===== src/hw/rtl/vt100_escape_sgr_parser_macros.svh =====
// Assertion macros used by the escape sequence parser RTL.
`ifndef VT100_ESCAPE_SGR_PARSER_MACROS_SVH
`define VT100_ESCAPE_SGR_PARSER_MACROS_SVH
`ifndef SYNTHESIS
// Same-cycle implication, sampled on the rising clock edge outside reset.
`define VT_ASSERT_NOW(lbl, ante, cons, msg) \
  lbl: assert property (@(posedge clk) disable iff (!rst_n) (ante) |-> (cons)) else $error(msg);
// Next-cycle implication, sampled on the rising clock edge outside reset.
`define VT_ASSERT_NEXT(lbl, ante, cons, msg) \
  lbl: assert property (@(posedge clk) disable iff (!rst_n) (ante) |=> (cons)) else $error(msg);
`else
`define VT_ASSERT_NOW(lbl, ante, cons, msg)
`define VT_ASSERT_NEXT(lbl, ante, cons, msg)
`endif
`endif


===== src/hw/rtl/vtsgr_pkg.sv =====
// Types and constants of the escape sequence and SGR attribute parser.
package vtsgr_pkg;

  // Default width of a collected decimal parameter.
  localparam int PARAM_BITS_DEF = 16;

  // Byte codes recognised by the parser.
  localparam logic [7:0] BYTE_ESC      = 8'h1B;
  localparam logic [7:0] BYTE_CR       = 8'h0D;
  localparam logic [7:0] BYTE_LBRACKET = 8'h5B;
  localparam logic [7:0] BYTE_SEMI     = 8'h3B;
  localparam logic [7:0] BYTE_DIGIT_0  = 8'h30;
  localparam logic [7:0] BYTE_DIGIT_9  = 8'h39;
  localparam logic [7:0] BYTE_FINAL_LO = 8'h40;
  localparam logic [7:0] BYTE_FINAL_HI = 8'h7E;
  localparam logic [7:0] BYTE_FINAL_K  = 8'h4B;
  localparam logic [7:0] BYTE_FINAL_M  = 8'h6D;

  // SGR parameter codes.
  localparam int SGR_RESET    = 0;
  localparam int SGR_BOLD     = 1;
  localparam int SGR_NORMAL   = 22;
  localparam int SGR_FG_LO    = 30;
  localparam int SGR_FG_HI    = 37;
  localparam int SGR_FG_CLEAR = 39;
  localparam int SGR_BG_LO    = 40;
  localparam int SGR_BG_HI    = 47;
  localparam int SGR_BG_CLEAR = 49;

  // Result kinds.
  localparam logic KIND_CHAR  = 1'b0;
  localparam logic KIND_ERASE = 1'b1;

  // Parser mode, one-hot.
  typedef enum logic [2:0] {
    MODE_NORMAL = 3'b001,
    MODE_ESCAPE = 3'b010,
    MODE_CSI    = 3'b100
  } mode_t;

  // Character attributes.
  typedef struct packed {
    logic       bold;
    logic       bg_valid;
    logic [2:0] bg_color;
    logic       fg_valid;
    logic [2:0] fg_color;
  } attr_t;

endpackage


===== src/hw/rtl/vt100_escape_sgr_parser.sv =====
// Top level of the escape sequence parser with SGR attribute tracking.
//
//   Channel  Direction  Handshake              Payload
//   in_      input      in_valid / in_ready    in_byte_in
//   out_     output     out_valid / out_ready  out_kind, out_char_code, colours, bold
//
// One byte is taken per cycle while the block does not stall. A byte is registered
// on entry and decoded from the input register; its result, if any, then lands in
// the output register once that register is free, and is presented from there.
// The input register and the output register each hold one item, so the block
// keeps taking bytes while a result waits. It stalls only when both are full and
// the waiting result is not taken.
// Reset (rst_n low, synchronous) returns to normal mode with default attributes.
`include "vt100_escape_sgr_parser_macros.svh"

module vt100_escape_sgr_parser #(
  parameter int PARAM_BITS = vtsgr_pkg::PARAM_BITS_DEF
) (
  input  logic       clk,
  input  logic       rst_n,
  input  logic       in_valid,
  output logic       in_ready,
  input  logic [7:0] in_byte_in,
  output logic       out_valid,
  input  logic       out_ready,
  output logic       out_kind,
  output logic [7:0] out_char_code,
  output logic [2:0] out_fg_color,
  output logic       out_fg_valid,
  output logic [2:0] out_bg_color,
  output logic       out_bg_valid,
  output logic       out_bold
);
  import vtsgr_pkg::*;

  localparam int PROD_BITS = PARAM_BITS + 4;

  // Input register.
  logic                  in_v_r;
  logic [7:0]            byte_r;

  // Parser state.
  mode_t                 mode_r, mode_nxt;
  logic [PARAM_BITS-1:0] param_r, param_nxt;
  logic                  nonnum_r, nonnum_nxt;
  attr_t                 active_r, active_nxt;
  attr_t                 pending_r, pending_nxt;

  // Output register.
  logic                  out_v_r, out_v_nxt;
  logic                  kind_r, kind_nxt;
  logic [7:0]            char_r, char_nxt;
  attr_t                 oattr_r;

  logic                  out_free;
  logic                  proc_fire;
  logic                  is_final;
  logic                  is_digit;
  logic [3:0]            digit;
  logic [PROD_BITS-1:0]  prod;
  logic [PROD_BITS-1:0]  sat_lim;
  logic [PARAM_BITS-1:0] param_acc;
  attr_t                 folded;

  // Applies one finished parameter to a copy of the attributes.
  function automatic attr_t fold_part(attr_t a_in, logic [PARAM_BITS-1:0] val,
                                      logic nonnum);
    logic [PARAM_BITS-1:0] p;
    attr_t                 a;
    p = nonnum ? '0 : val;
    a = a_in;
    if (p == PARAM_BITS'(SGR_RESET)) begin
      a = '0;
    end else if (p >= PARAM_BITS'(SGR_FG_LO) && p <= PARAM_BITS'(SGR_FG_HI)) begin
      a.fg_color = 3'(p - PARAM_BITS'(SGR_FG_LO));
      a.fg_valid = 1'b1;
    end else if (p >= PARAM_BITS'(SGR_BG_LO) && p <= PARAM_BITS'(SGR_BG_HI)) begin
      a.bg_color = 3'(p - PARAM_BITS'(SGR_BG_LO));
      a.bg_valid = 1'b1;
    end else if (p == PARAM_BITS'(SGR_BOLD)) begin
      a.bold = 1'b1;
    end else if (p == PARAM_BITS'(SGR_NORMAL)) begin
      a.bold = 1'b0;
    end else if (p == PARAM_BITS'(SGR_FG_CLEAR)) begin
      a.fg_color = 3'd0;
      a.fg_valid = 1'b0;
    end else if (p == PARAM_BITS'(SGR_BG_CLEAR)) begin
      a.bg_color = 3'd0;
      a.bg_valid = 1'b0;
    end
    return a;
  endfunction

  // Handshake: the decode stage moves whenever the output register can take a result.
  assign out_free  = !out_v_r || out_ready;
  assign proc_fire = in_v_r && out_free;
  assign in_ready  = !in_v_r || out_free;

  // Byte classes and the decimal accumulator with saturation.
  assign is_final  = (byte_r >= BYTE_FINAL_LO) && (byte_r <= BYTE_FINAL_HI);
  assign is_digit  = (byte_r >= BYTE_DIGIT_0) && (byte_r <= BYTE_DIGIT_9);
  assign digit     = 4'(byte_r - BYTE_DIGIT_0);
  assign prod      = ({4'd0, param_r} << 3) + ({4'd0, param_r} << 1)
                   + PROD_BITS'(digit);
  assign sat_lim   = {4'd0, {PARAM_BITS{1'b1}}};
  assign param_acc = (prod > sat_lim) ? {PARAM_BITS{1'b1}} : prod[PARAM_BITS-1:0];
  assign folded    = fold_part(pending_r, param_r, nonnum_r);

  // Next state and result of the byte in the input register.
  always_comb begin
    mode_nxt    = mode_r;
    param_nxt   = param_r;
    nonnum_nxt  = nonnum_r;
    active_nxt  = active_r;
    pending_nxt = pending_r;
    out_v_nxt   = 1'b0;
    kind_nxt    = KIND_CHAR;
    char_nxt    = byte_r;
    unique case (mode_r)
      MODE_ESCAPE: begin
        if (byte_r == BYTE_LBRACKET) begin
          mode_nxt    = MODE_CSI;
          param_nxt   = '0;
          nonnum_nxt  = 1'b0;
          pending_nxt = active_r;
        end else begin
          mode_nxt = MODE_NORMAL;
        end
      end
      MODE_CSI: begin
        if (is_final) begin
          if (byte_r == BYTE_FINAL_M) begin
            pending_nxt = folded;
            active_nxt  = folded;
          end else if (byte_r == BYTE_FINAL_K) begin
            out_v_nxt = 1'b1;
            kind_nxt  = KIND_ERASE;
            char_nxt  = 8'd0;
          end
          mode_nxt   = MODE_NORMAL;
          param_nxt  = '0;
          nonnum_nxt = 1'b0;
        end else if (byte_r == BYTE_SEMI) begin
          pending_nxt = folded;
          param_nxt   = '0;
          nonnum_nxt  = 1'b0;
        end else if (is_digit) begin
          param_nxt = param_acc;
        end else begin
          nonnum_nxt = 1'b1;
        end
      end
      default: begin
        mode_nxt = MODE_NORMAL;
        if (byte_r == BYTE_ESC) begin
          mode_nxt = MODE_ESCAPE;
        end else if (byte_r != BYTE_CR) begin
          out_v_nxt = 1'b1;
        end
      end
    endcase
  end

  // Control and state registers.
  always_ff @(posedge clk) begin
    if (!rst_n) begin
      in_v_r    <= 1'b0;
      out_v_r   <= 1'b0;
      mode_r    <= MODE_NORMAL;
      param_r   <= '0;
      nonnum_r  <= 1'b0;
      active_r  <= '0;
      pending_r <= '0;
    end else begin
      if (in_ready) begin
        in_v_r <= in_valid;
      end
      if (proc_fire) begin
        out_v_r   <= out_v_nxt;
        mode_r    <= mode_nxt;
        param_r   <= param_nxt;
        nonnum_r  <= nonnum_nxt;
        active_r  <= active_nxt;
        pending_r <= pending_nxt;
      end else if (out_ready) begin
        out_v_r <= 1'b0;
      end
    end
  end

  // Payload registers.
  always_ff @(posedge clk) begin
    if (in_ready && in_valid) begin
      byte_r <= in_byte_in;
    end
    if (proc_fire && out_v_nxt) begin
      kind_r  <= kind_nxt;
      char_r  <= char_nxt;
      oattr_r <= active_r;
    end
  end

  // Output ports.
  assign out_valid     = out_v_r;
  assign out_kind      = kind_r;
  assign out_char_code = char_r;
  assign out_fg_color  = oattr_r.fg_color;
  assign out_fg_valid  = oattr_r.fg_valid;
  assign out_bg_color  = oattr_r.bg_color;
  assign out_bg_valid  = oattr_r.bg_valid;
  assign out_bold      = oattr_r.bold;

  // Checks on the parser logic.
  `VT_ASSERT_NOW(a_erase_no_char, out_valid && (out_kind == KIND_ERASE), out_char_code == 8'd0, "erase item carries a character code")
  `VT_ASSERT_NOW(a_fg_default, out_valid && !out_fg_valid, out_fg_color == 3'd0, "default foreground with a colour index")
  `VT_ASSERT_NOW(a_bg_default, out_valid && !out_bg_valid, out_bg_color == 3'd0, "default background with a colour index")
  `VT_ASSERT_NEXT(a_char_out, proc_fire && (mode_r == MODE_NORMAL) && (byte_r != BYTE_ESC) && (byte_r != BYTE_CR), out_valid && (out_kind == KIND_CHAR) && (out_char_code == $past(byte_r)), "printable byte did not produce its character item")
  `VT_ASSERT_NEXT(a_no_spurious, proc_fire && (mode_r != MODE_NORMAL) && !((mode_r == MODE_CSI) && (byte_r == BYTE_FINAL_K)), !out_valid, "result item from a byte inside an escape sequence")

endmodule


===== config.mk =====
export PLATFORM = sky130hd
export DESIGN_NAME = vt100_escape_sgr_parser
export DESIGN_NICKNAME = d
export VERILOG_FILES = /design/src/hw/rtl/vtsgr_pkg.sv /design/src/hw/rtl/vt100_escape_sgr_parser.sv
export VERILOG_INCLUDE_DIRS = /design/src /design/src/hw/rtl
export SDC_FILE = /design/constraint.sdc
export NUM_CORES = 1
export LEC_CHECK = 0
export BUFFER_PORTS_ARGS = -buffer_cell sky130_fd_sc_hd__buf_2
export CAP_MARGIN = 10
export CORE_ASPECT_RATIO = 0.9
export CORE_MARGIN = 4
export CORE_UTILIZATION = 50
export DETAILED_ROUTE_END_ITERATION = 10
export PLACE_DENSITY = 0.68
export SLEW_MARGIN = 10
export SYNTH_ARGS = -nofsm -noshare
export SYNTH_HDL_FRONTEND = slang
export SYNTH_SLANG_ARGS = --single-unit

===== constraint.sdc =====
create_clock -name clk -period 8.5 [get_ports clk]
set_input_delay 1.7 -clock clk [delete_from_list [all_inputs] [get_ports clk]]
set_output_delay 1.7 -clock clk [all_outputs]
set_load 0.02 [all_outputs]

==> results of run 1 <==
[cell families after synthesis]
group	Yosys count
AOI/OAI and AO/OA	141
xor gates and xnor gates	10
buffers and inverters	26
and+or+nand+nor	155
muxes	1
adders and majority gates	34
DFF	66
[area by class of cell]
type | count | area [sq um]
tap | 96 | 120
inverter | 5 | 18.8
multi-input combinational | 341 | 2260
clock inverter | 7 | 46.3
timing repair buffer | 32 | 163
sequential | 66 | 1580
clock buffer | 9 | 124
fill | 691 | 3310
[cell usage in the layout, fill, tap and decap left out, types with 3 or more instances in the layout]
master,count
sky130_fd_sc_hd__nor2b_1,8
sky130_fd_sc_hd__nand2b_1,6
sky130_fd_sc_hd__nor2_1,30
sky130_fd_sc_hd__o21ai_0,28
sky130_fd_sc_hd__o21a_1,3
sky130_fd_sc_hd__nor4_1,4
sky130_fd_sc_hd__clkinvlp_4,4
sky130_fd_sc_hd__nand2_1,39
sky130_fd_sc_hd__xnor2_1,4
sky130_fd_sc_hd__and3_1,3
sky130_fd_sc_hd__a22oi_1,4
sky130_fd_sc_hd__a22o_1,3
sky130_fd_sc_hd__nand3_1,19
sky130_fd_sc_hd__xor2_1,6
sky130_fd_sc_hd__o21ai_1,18
sky130_fd_sc_hd__a211oi_1,10
sky130_fd_sc_hd__inv_1,5
sky130_fd_sc_hd__a21oi_1,36
sky130_fd_sc_hd__a31oi_1,7
sky130_fd_sc_hd__nor3_1,10
sky130_fd_sc_hd__and2_1,9
sky130_fd_sc_hd__o211ai_1,7
sky130_fd_sc_hd__a311oi_1,3
sky130_fd_sc_hd__buf_2,31
sky130_fd_sc_hd__dfxtp_1,40
sky130_fd_sc_hd__ha_1,32
sky130_fd_sc_hd__a21o_1,7
sky130_fd_sc_hd__or4_1,3
sky130_fd_sc_hd__clkbuf_8,9
sky130_fd_sc_hd__edfxtp_1,26
[per-stage QoR]
stage	instances	util	area, sq um	hold slack, ns
after floorplan	433	-	3950	0.422
after global placement	540	0.543	4140	0.440
after detailed placement	540	0.543	4140	0.453
after CTS	556	0.566	4310	0.471
after global routing	556	0.566	4310	0.488
final	556	0.566	4310	0.467
[worst reg2reg max path: stages (launching register included)]
cell,delay [ns]
sky130_fd_sc_hd__dfxtp_1,0.52
sky130_fd_sc_hd__fa_1,0.53
sky130_fd_sc_hd__fa_1,0.50
sky130_fd_sc_hd__a211oi_1,0.34
sky130_fd_sc_hd__o211ai_1,0.25
sky130_fd_sc_hd__a21o_1,0.23
sky130_fd_sc_hd__o221ai_2,0.22
sky130_fd_sc_hd__nand3_2,0.34
sky130_fd_sc_hd__a211oi_1,0.32
sky130_fd_sc_hd__nor3_1,0.07
[power groups by stage]
stage	logic (uW)	registers (uW)	clock network (uW)
after floorplan	14.4	354	0
after global placement	29.0	349	0
after detailed placement	29.2	350	0
after CTS	29.4	343	229
after global routing	32.1	344	245
final	28.8	343	225
[sequential cells by signal (all words and copies together) (netlist names)]
name and count:
active_r 9, byte_r 8, in_v_r 1, mode_r 3, nonnum_r 1, out_bg_color 3
out_bg_valid 1, out_bold 1, out_char_code 8, out_fg_color 3, out_fg_valid 1, out_kind 1
out_valid 1, param_r 16, pending_r 9
[final timing paths]
kind	endpoint	slack, ns
setup reg to reg	param_r[5]	5.04
hold reg to reg	out_bg_color[0]	0.47
hold / removal	out_bg_color[0]	0.47
setup / recovery	in_ready	4.48
[routing by layer]
metal / vias up / share of wire / GRT usage
met5: - / 0 / 0
li1: 1672 / - / -
met2: 84 / 0.47 / 0.317
met3: 14 / 0.054 / 0.0482
met1: 1593 / 0.46 / 0.261
met4: 0 / 0.016 / 0.0554
[synthesized netlist by cell type (7+ instances only)]
cell type,n
sky130_fd_sc_hd__dfxtp_1,40
sky130_fd_sc_hd__nand2_1,39
sky130_fd_sc_hd__a21oi_1,37
sky130_fd_sc_hd__ha_1,32
sky130_fd_sc_hd__nor2_1,30
sky130_fd_sc_hd__o21ai_0,28
sky130_fd_sc_hd__edfxtp_1,26
sky130_fd_sc_hd__nand3_1,19
sky130_fd_sc_hd__o21ai_1,18
sky130_fd_sc_hd__clkbuf_1,16
sky130_fd_sc_hd__a211oi_1,10
sky130_fd_sc_hd__nor3_1,10
sky130_fd_sc_hd__and2_1,9
sky130_fd_sc_hd__nor2b_1,8
sky130_fd_sc_hd__a21o_1,7
sky130_fd_sc_hd__a31oi_1,7
sky130_fd_sc_hd__o211ai_1,7
==> impl_metrics.yaml, run 1 <==
setup_path:
  end_kind: "output port"
  critical_path_class: "input pin to output port"
  cpPeakStageDelay_ns: 0.25
  setup.worst_path.start_class: "input pin"
  crit_required_ns: 6.80
  path_buf_inv: 2
  worst_r2r_start: "param_r[2]"
  master_of_the_slowest_instance_on_the_critical_path: "sky130_fd_sc_hd__nor2b_1"
  startpoint_of_the_most_critical_setup_path: "out_ready"
  crit_path_cell_trace: "buf_2 > nor2b_1 > nand2_1 > buf_2"
  r2r_cells: 9
  timing.critical_path.mode_cell: "sky130_fd_sc_hd__buf_2"
  worst_ep_arrival_time_ns: 2.32
  critical_path.max_fanout: 5
  cp_top_family: "simple AND/OR/NAND/NOR gates"
  critical_path_depth: 4
pwr:
  leakagePower_uw: 0.00173
  combinationalPowerShare: 0.048
  worst_ir_drop_on_vdd_mv: 0.111
  design_power_total_uw: 596
  switchingPower_uw: 146
  power.share.switching: 0.245
  power.clock.fraction: 0.377
  powerDensity_mw_per_mm2: 138
  share_seq_of_total_power: 0.574
  internal_power_uw: 450
detailed_routing:
  dr_total_vias: 3363
  detail_route.wl_per_cell_um: 15.6
  first_pass_iters: 4
  antenna_left: 0
  detail_route.drc_violations: 0
  viasPerCell: 6.05
  drt_first_iter_violations: 150
  finalWirelength_um: 8690
floorplanning:
  start_util: 0.519
  dieArea_sq_mm: 0.00939
  die_width_um: 102
  core_sq_mm: 0.00762
  io-pin-count: 32
  rows: 30
  die_y_extent_um: 92.3
logic_synthesis:
  synth-async-reset-ratio: 0
  postSynthRegisterBits: 66
  synth-simple-area-share: 0.209
  synth_top_area_share: 0.203
  dominant_register_cell_in_the_synthesized_netlist: "sky130_fd_sc_hd__dfxtp_1"
  synthXorXnorAreaFrac: 0.0222
  synth-seq-area-share: 0.400
  synth_top_family_by_area: "compound AO/OA/AOI/OAI gates"
  mean_post_synth_cell_area_sq_um: 9.13
  synth.yosys.warnings: 0
  synth.cell_area_sq_mm: 0.00395
  multiplexer_share_of_the_synthesized_area: 0.00253
  synth_compound_gate_area_share: 0.224
  synth_enable_flop_cells: 26
  number_of_cells_produced_by_synthesis: 433
  netlist.top_cell.by_area: "sky130_fd_sc_hd__dfxtp_1"
  adder_cell_area_share_of_the_yosys_netlist: 0.111
  synth.distinct_cells: 63
  synth_top_cells_by_area: "sky130_fd_sc_hd__dfxtp_1 20%, sky130_fd_sc_hd__edfxtp_1 20%, sky130_fd_sc_hd__ha_1 10%"
  mappedNetlistNets: 479
clock_network:
  clkLatencyLatePin_ns: 0.34
  cts_post_setup_buffers_inserted: 0
  ctsHoldBuffers: 0
  cts_tree: "built"
  numClockSinks: 66
  clock_tree.buffer_depth: 2
  cts_made_buffers: 9
  clockRootBuffer: "sky130_fd_sc_hd__clkbuf_8"
  cts-resized-gates: 0
  worst_setup_hold_path_clk_slew_ns: 0.07
  cts_max_level: 3
sta:
  slew_headroom: 0.263
  timing_worst_slew_pin_value_ns: 1.11
  final-hold-violation-count: 0
  finalClockSkew_ns: 0.00793
  setup_viol: 0
  rsz_0062_raised_after_global_routing: "false"
  max_clock_freq_ghz: 0.249
  tns_ns: 0
  period_utilization: 0.473
  finalMaxSlewViolations: 0
  final_ws_setup_ns: 4.48
  period_minus_slack_ns: 4.02
worst_hold_path:
  hold_crit_class: "flip-flop to flip-flop"
  min_delay_path_depth: 0
  worst_hold_startpoint: "active_r[4]"
status:
  status: "finished, final reports clean"
finish:
  final_net_count: 501
  n_antenna_cell: 0
  fraction_of_final_layout_cells_with_drive_strength_greater_than_1: 0.126
  area_delta_synth_final_pct: 9.02
placed_design:
  port_buffers: 31
  place_ws_ns: 4.49
  gp_congestion: 0.808
  post-dp-hpwl_um: 6490
global_routing:
  grt_antenna_before_repair: 0
  globalRouteTotalUtil: 0.196
  global_route.overflow_total: 0
  grt_start_max_net_pins: 20
  grt_first_pass_wirelength_um: 15000
  vias_in_the_first_global_route: 3178
flow_run:
  max_cap_check_violation_count: 0
(Power assumes the default switching activity.)
==> run 2, diff against run 1 <==
==> constraint.sdc (replaced) <==
create_clock -name clk -period 4.05 [get_ports clk]
set_input_delay 0.81 -clock clk [delete_from_list [all_inputs] [get_ports clk]]
set_output_delay 0.81 -clock clk [all_outputs]
set_load 0.02 [all_outputs]
==> impl_metrics.yaml, run 2 (same netlist as run 1, synthesis figures left out) <==
sta:
  rsz_0062_raised_after_global_routing: "false"
  period_utilization: 0.835
  finalClockSkew_ns: 0.0140
  period_minus_slack_ns: 3.38
  final.hold.worst_slack_ns: 0.462
  finalMaxSlewViolations: 0
  final-hold-violation-count: 0
  setup_viol: 0
  timing_worst_slew_pin_value_ns: 0.766
  max_clock_freq_ghz: 0.296
  tns_ns: 0
  slew_headroom: 0.487
setup_path:
  worstReg2RegEnd: "param_r[13]"
  master_of_the_slowest_instance_on_the_critical_path: "sky130_fd_sc_hd__fa_1"
  cp_top_family: "compound AO/OA/AOI/OAI gates"
  startpoint_of_the_most_critical_setup_path: "byte_r[3]"
  end_kind: "flip-flop"
  reg2reg_setup_slack_ns: 0.67
  crit_path_cell_trace: "fa_1 > fa_1 > a211oi_1 > o211ai_1 > a211oi_1 > o221ai_2 > nand3_2 > a21oi_1 > a211oi_1"
  setup.worst_path.start_class: "flip-flop"
  timing.critical_path.mode_cell: "sky130_fd_sc_hd__a211oi_1"
  worst_ep_arrival_time_ns: 3.61
  cpPeakStageDelay_ns: 0.56
  path_buf_inv: 0
  critical_path_depth: 9
  cp-endpoint: "param_r[13]"
  critical_path.max_fanout: 16
  r2r_cells: 9
  crit_required_ns: 4.28
  critical_path_class: "flip-flop to flip-flop"
  worst_r2r_start: "byte_r[3]"
detailed_routing:
  finalWirelength_um: 9220
  drt_first_iter_violations: 156
  detail_route.drc_violations: 0
  dr_total_vias: 3354
  first_pass_iters: 4
  antenna_left: 0
  viasPerCell: 6.01
  detail_route.wl_per_cell_um: 16.5
global_routing:
  grt_antenna_before_repair: 0
  global_route.overflow_total: 0
  grt_first_pass_wirelength_um: 15500
  globalRouteTotalUtil: 0.208
  grt.met1_usage: 0.298
  grt_start_max_net_pins: 20
  busiest_layer: "met2"
  grt_use_met2: 0.315
  vias_in_the_first_global_route: 3178
  groute.layer.met3.usage: 0.0497
flow_run:
  max_cap_check_violation_count: 0
status:
  status: "finished, final reports clean"
finish:
  area_delta_synth_final_pct: 11.5
  largest_register_ff_count: 16
  layout.cells.most_common: "sky130_fd_sc_hd__dfxtp_1"
  fraction_of_final_layout_cells_with_drive_strength_greater_than_1: 0.134
  reg_top3: "param_r: 16 flops, active_r: 9 flops, pending_r: 9 flops"
  total_area_of_multi_input_combinational_cells_sq_mm: 0.00226
  final_cell_mix: "40 x sky130_fd_sc_hd__dfxtp_1, 39 x sky130_fd_sc_hd__nand2_1, 36 x sky130_fd_sc_hd__a21oi_1, 32 x sky130_fd_sc_hd__ha_1, 31 x sky130_fd_sc_hd__buf_2"
  n_antenna_cell: 0
  top_register: "param_r"
  filler_cell_count: 660
  final_net_count: 503
  final-seq-area_sq_mm: 0.00158
clock_network:
  cts_max_level: 3
  clkLatencyLatePin_ns: 0.35
  cts_post_setup_buffers_inserted: 0
  cts-resized-gates: 0
  worst_setup_hold_path_clk_slew_ns: 0.08
  numClockSinks: 66
  cts_tree: "built"
  clock_tree.buffer_depth: 2
  clockRootBuffer: "sky130_fd_sc_hd__clkbuf_8"
  ctsHoldBuffers: 0
  cts_made_buffers: 9
placed_design:
  post-dp-hpwl_um: 6690
  gp_congestion: 0.900
  port_buffers: 31
pwr:
  combinationalPowerShare: 0.042
  power.clock.fraction: 0.470
  leakagePower_uw: 0.00179
  share_seq_of_total_power: 0.488
  design_power_total_uw: 1470
  power.share.switching: 0.208
  internal_power_uw: 1170
  powerDensity_mw_per_mm2: 335
  worst_ir_drop_on_vdd_mv: 0.212
  switchingPower_uw: 306
floorplanning:
  dieArea_sq_mm: 0.00939
  io-pin-count: 32
  start_util: 0.519
  core_sq_mm: 0.00762
  die_width_um: 102
  die_y_extent_um: 92.3
  rows: 30
worst_hold_path:
  hold_crit_class: "flip-flop to flip-flop"
  min_delay_path_depth: 0
-- run 2: changes by cell type in the layout (fill, tap and decap cells not counted) --
cell,before,now
sky130_fd_sc_hd__bufinv_16,0,3
sky130_fd_sc_hd__buf_4,1,3
sky130_fd_sc_hd__clkinvlp_4,4,0
sky130_fd_sc_hd__clkbuf_8,9,11
sky130_fd_sc_hd__clkinv_2,0,2
sky130_fd_sc_hd__clkinv_4,1,0
sky130_fd_sc_hd__clkinv_1,2,0
-- run 2: metrics by stage --
| stage | area (sq um) | cells | util | setup slack (ns) |
|---|---|---|---|---|
| 4_1_cts | 4410 | 558 | 0.578 | 0.707 |
| 3_5_place_dp | 4150 | 542 | 0.545 | 0.718 |
| 3_3_place_gp | 4150 | 542 | 0.545 | 0.849 |
| 6_report | 4410 | 558 | 0.578 | 0.668 |
| 2_1_floorplan | 3950 | 433 | - | 1.17 |
| 5_1_grt | 4410 | 558 | 0.578 | 0.438 |
-- run 2: final cells by class --
type	instances	area share
Tap cell	96	0.0273
Sequential cell	66	0.359
Multi-Input combinational cell	341	0.512
Timing Repair Buffer	34	0.0403
Clock buffer	11	0.0344
Inverter	5	0.00426
Clock inverter	5	0.0227
-- run 2: power by group through the flow --
stage	clock network [uW]	registers (uW)	logic [uW]
2_1_floorplan	0	742	30.3
3_3_place_gp	0	733	62.2
3_5_place_dp	0	733	62.6
4_1_cts	698	719	63.1
5_1_grt	734	721	68.8
6_report	694	719	62.2
-- run 2: routing by layer --
metal  vias up  part of all wire
li1       1681                 -
met1      1565              0.49
met2        95              0.45
met3        13             0.054
met4         0             0.011
met5         -                 0
-- run 2: worst reg2reg max path, delay by kind of cell, from the launching register on --
kind	cells	cell delay (ns)
and+or+nand+nor	1	0.28
DFF	1	0.46
adders and majority gates	2	1.05
AOI/OAI and AO/OA	6	1.50
-- run 2: worst min path at each step --
stage | startpoint | to | slack, ns
final | active_r[5] | out_bg_color[1] | 0.46
after CTS | active_r[4] | out_bg_color[0] | 0.47
after detailed placement | active_r[8] | out_bold | 0.45
after floorplan | active_r[5] | out_bg_color[1] | 0.42
after global routing | active_r[8] | out_bold | 0.48
after global placement | active_r[5] | out_bg_color[1] | 0.44
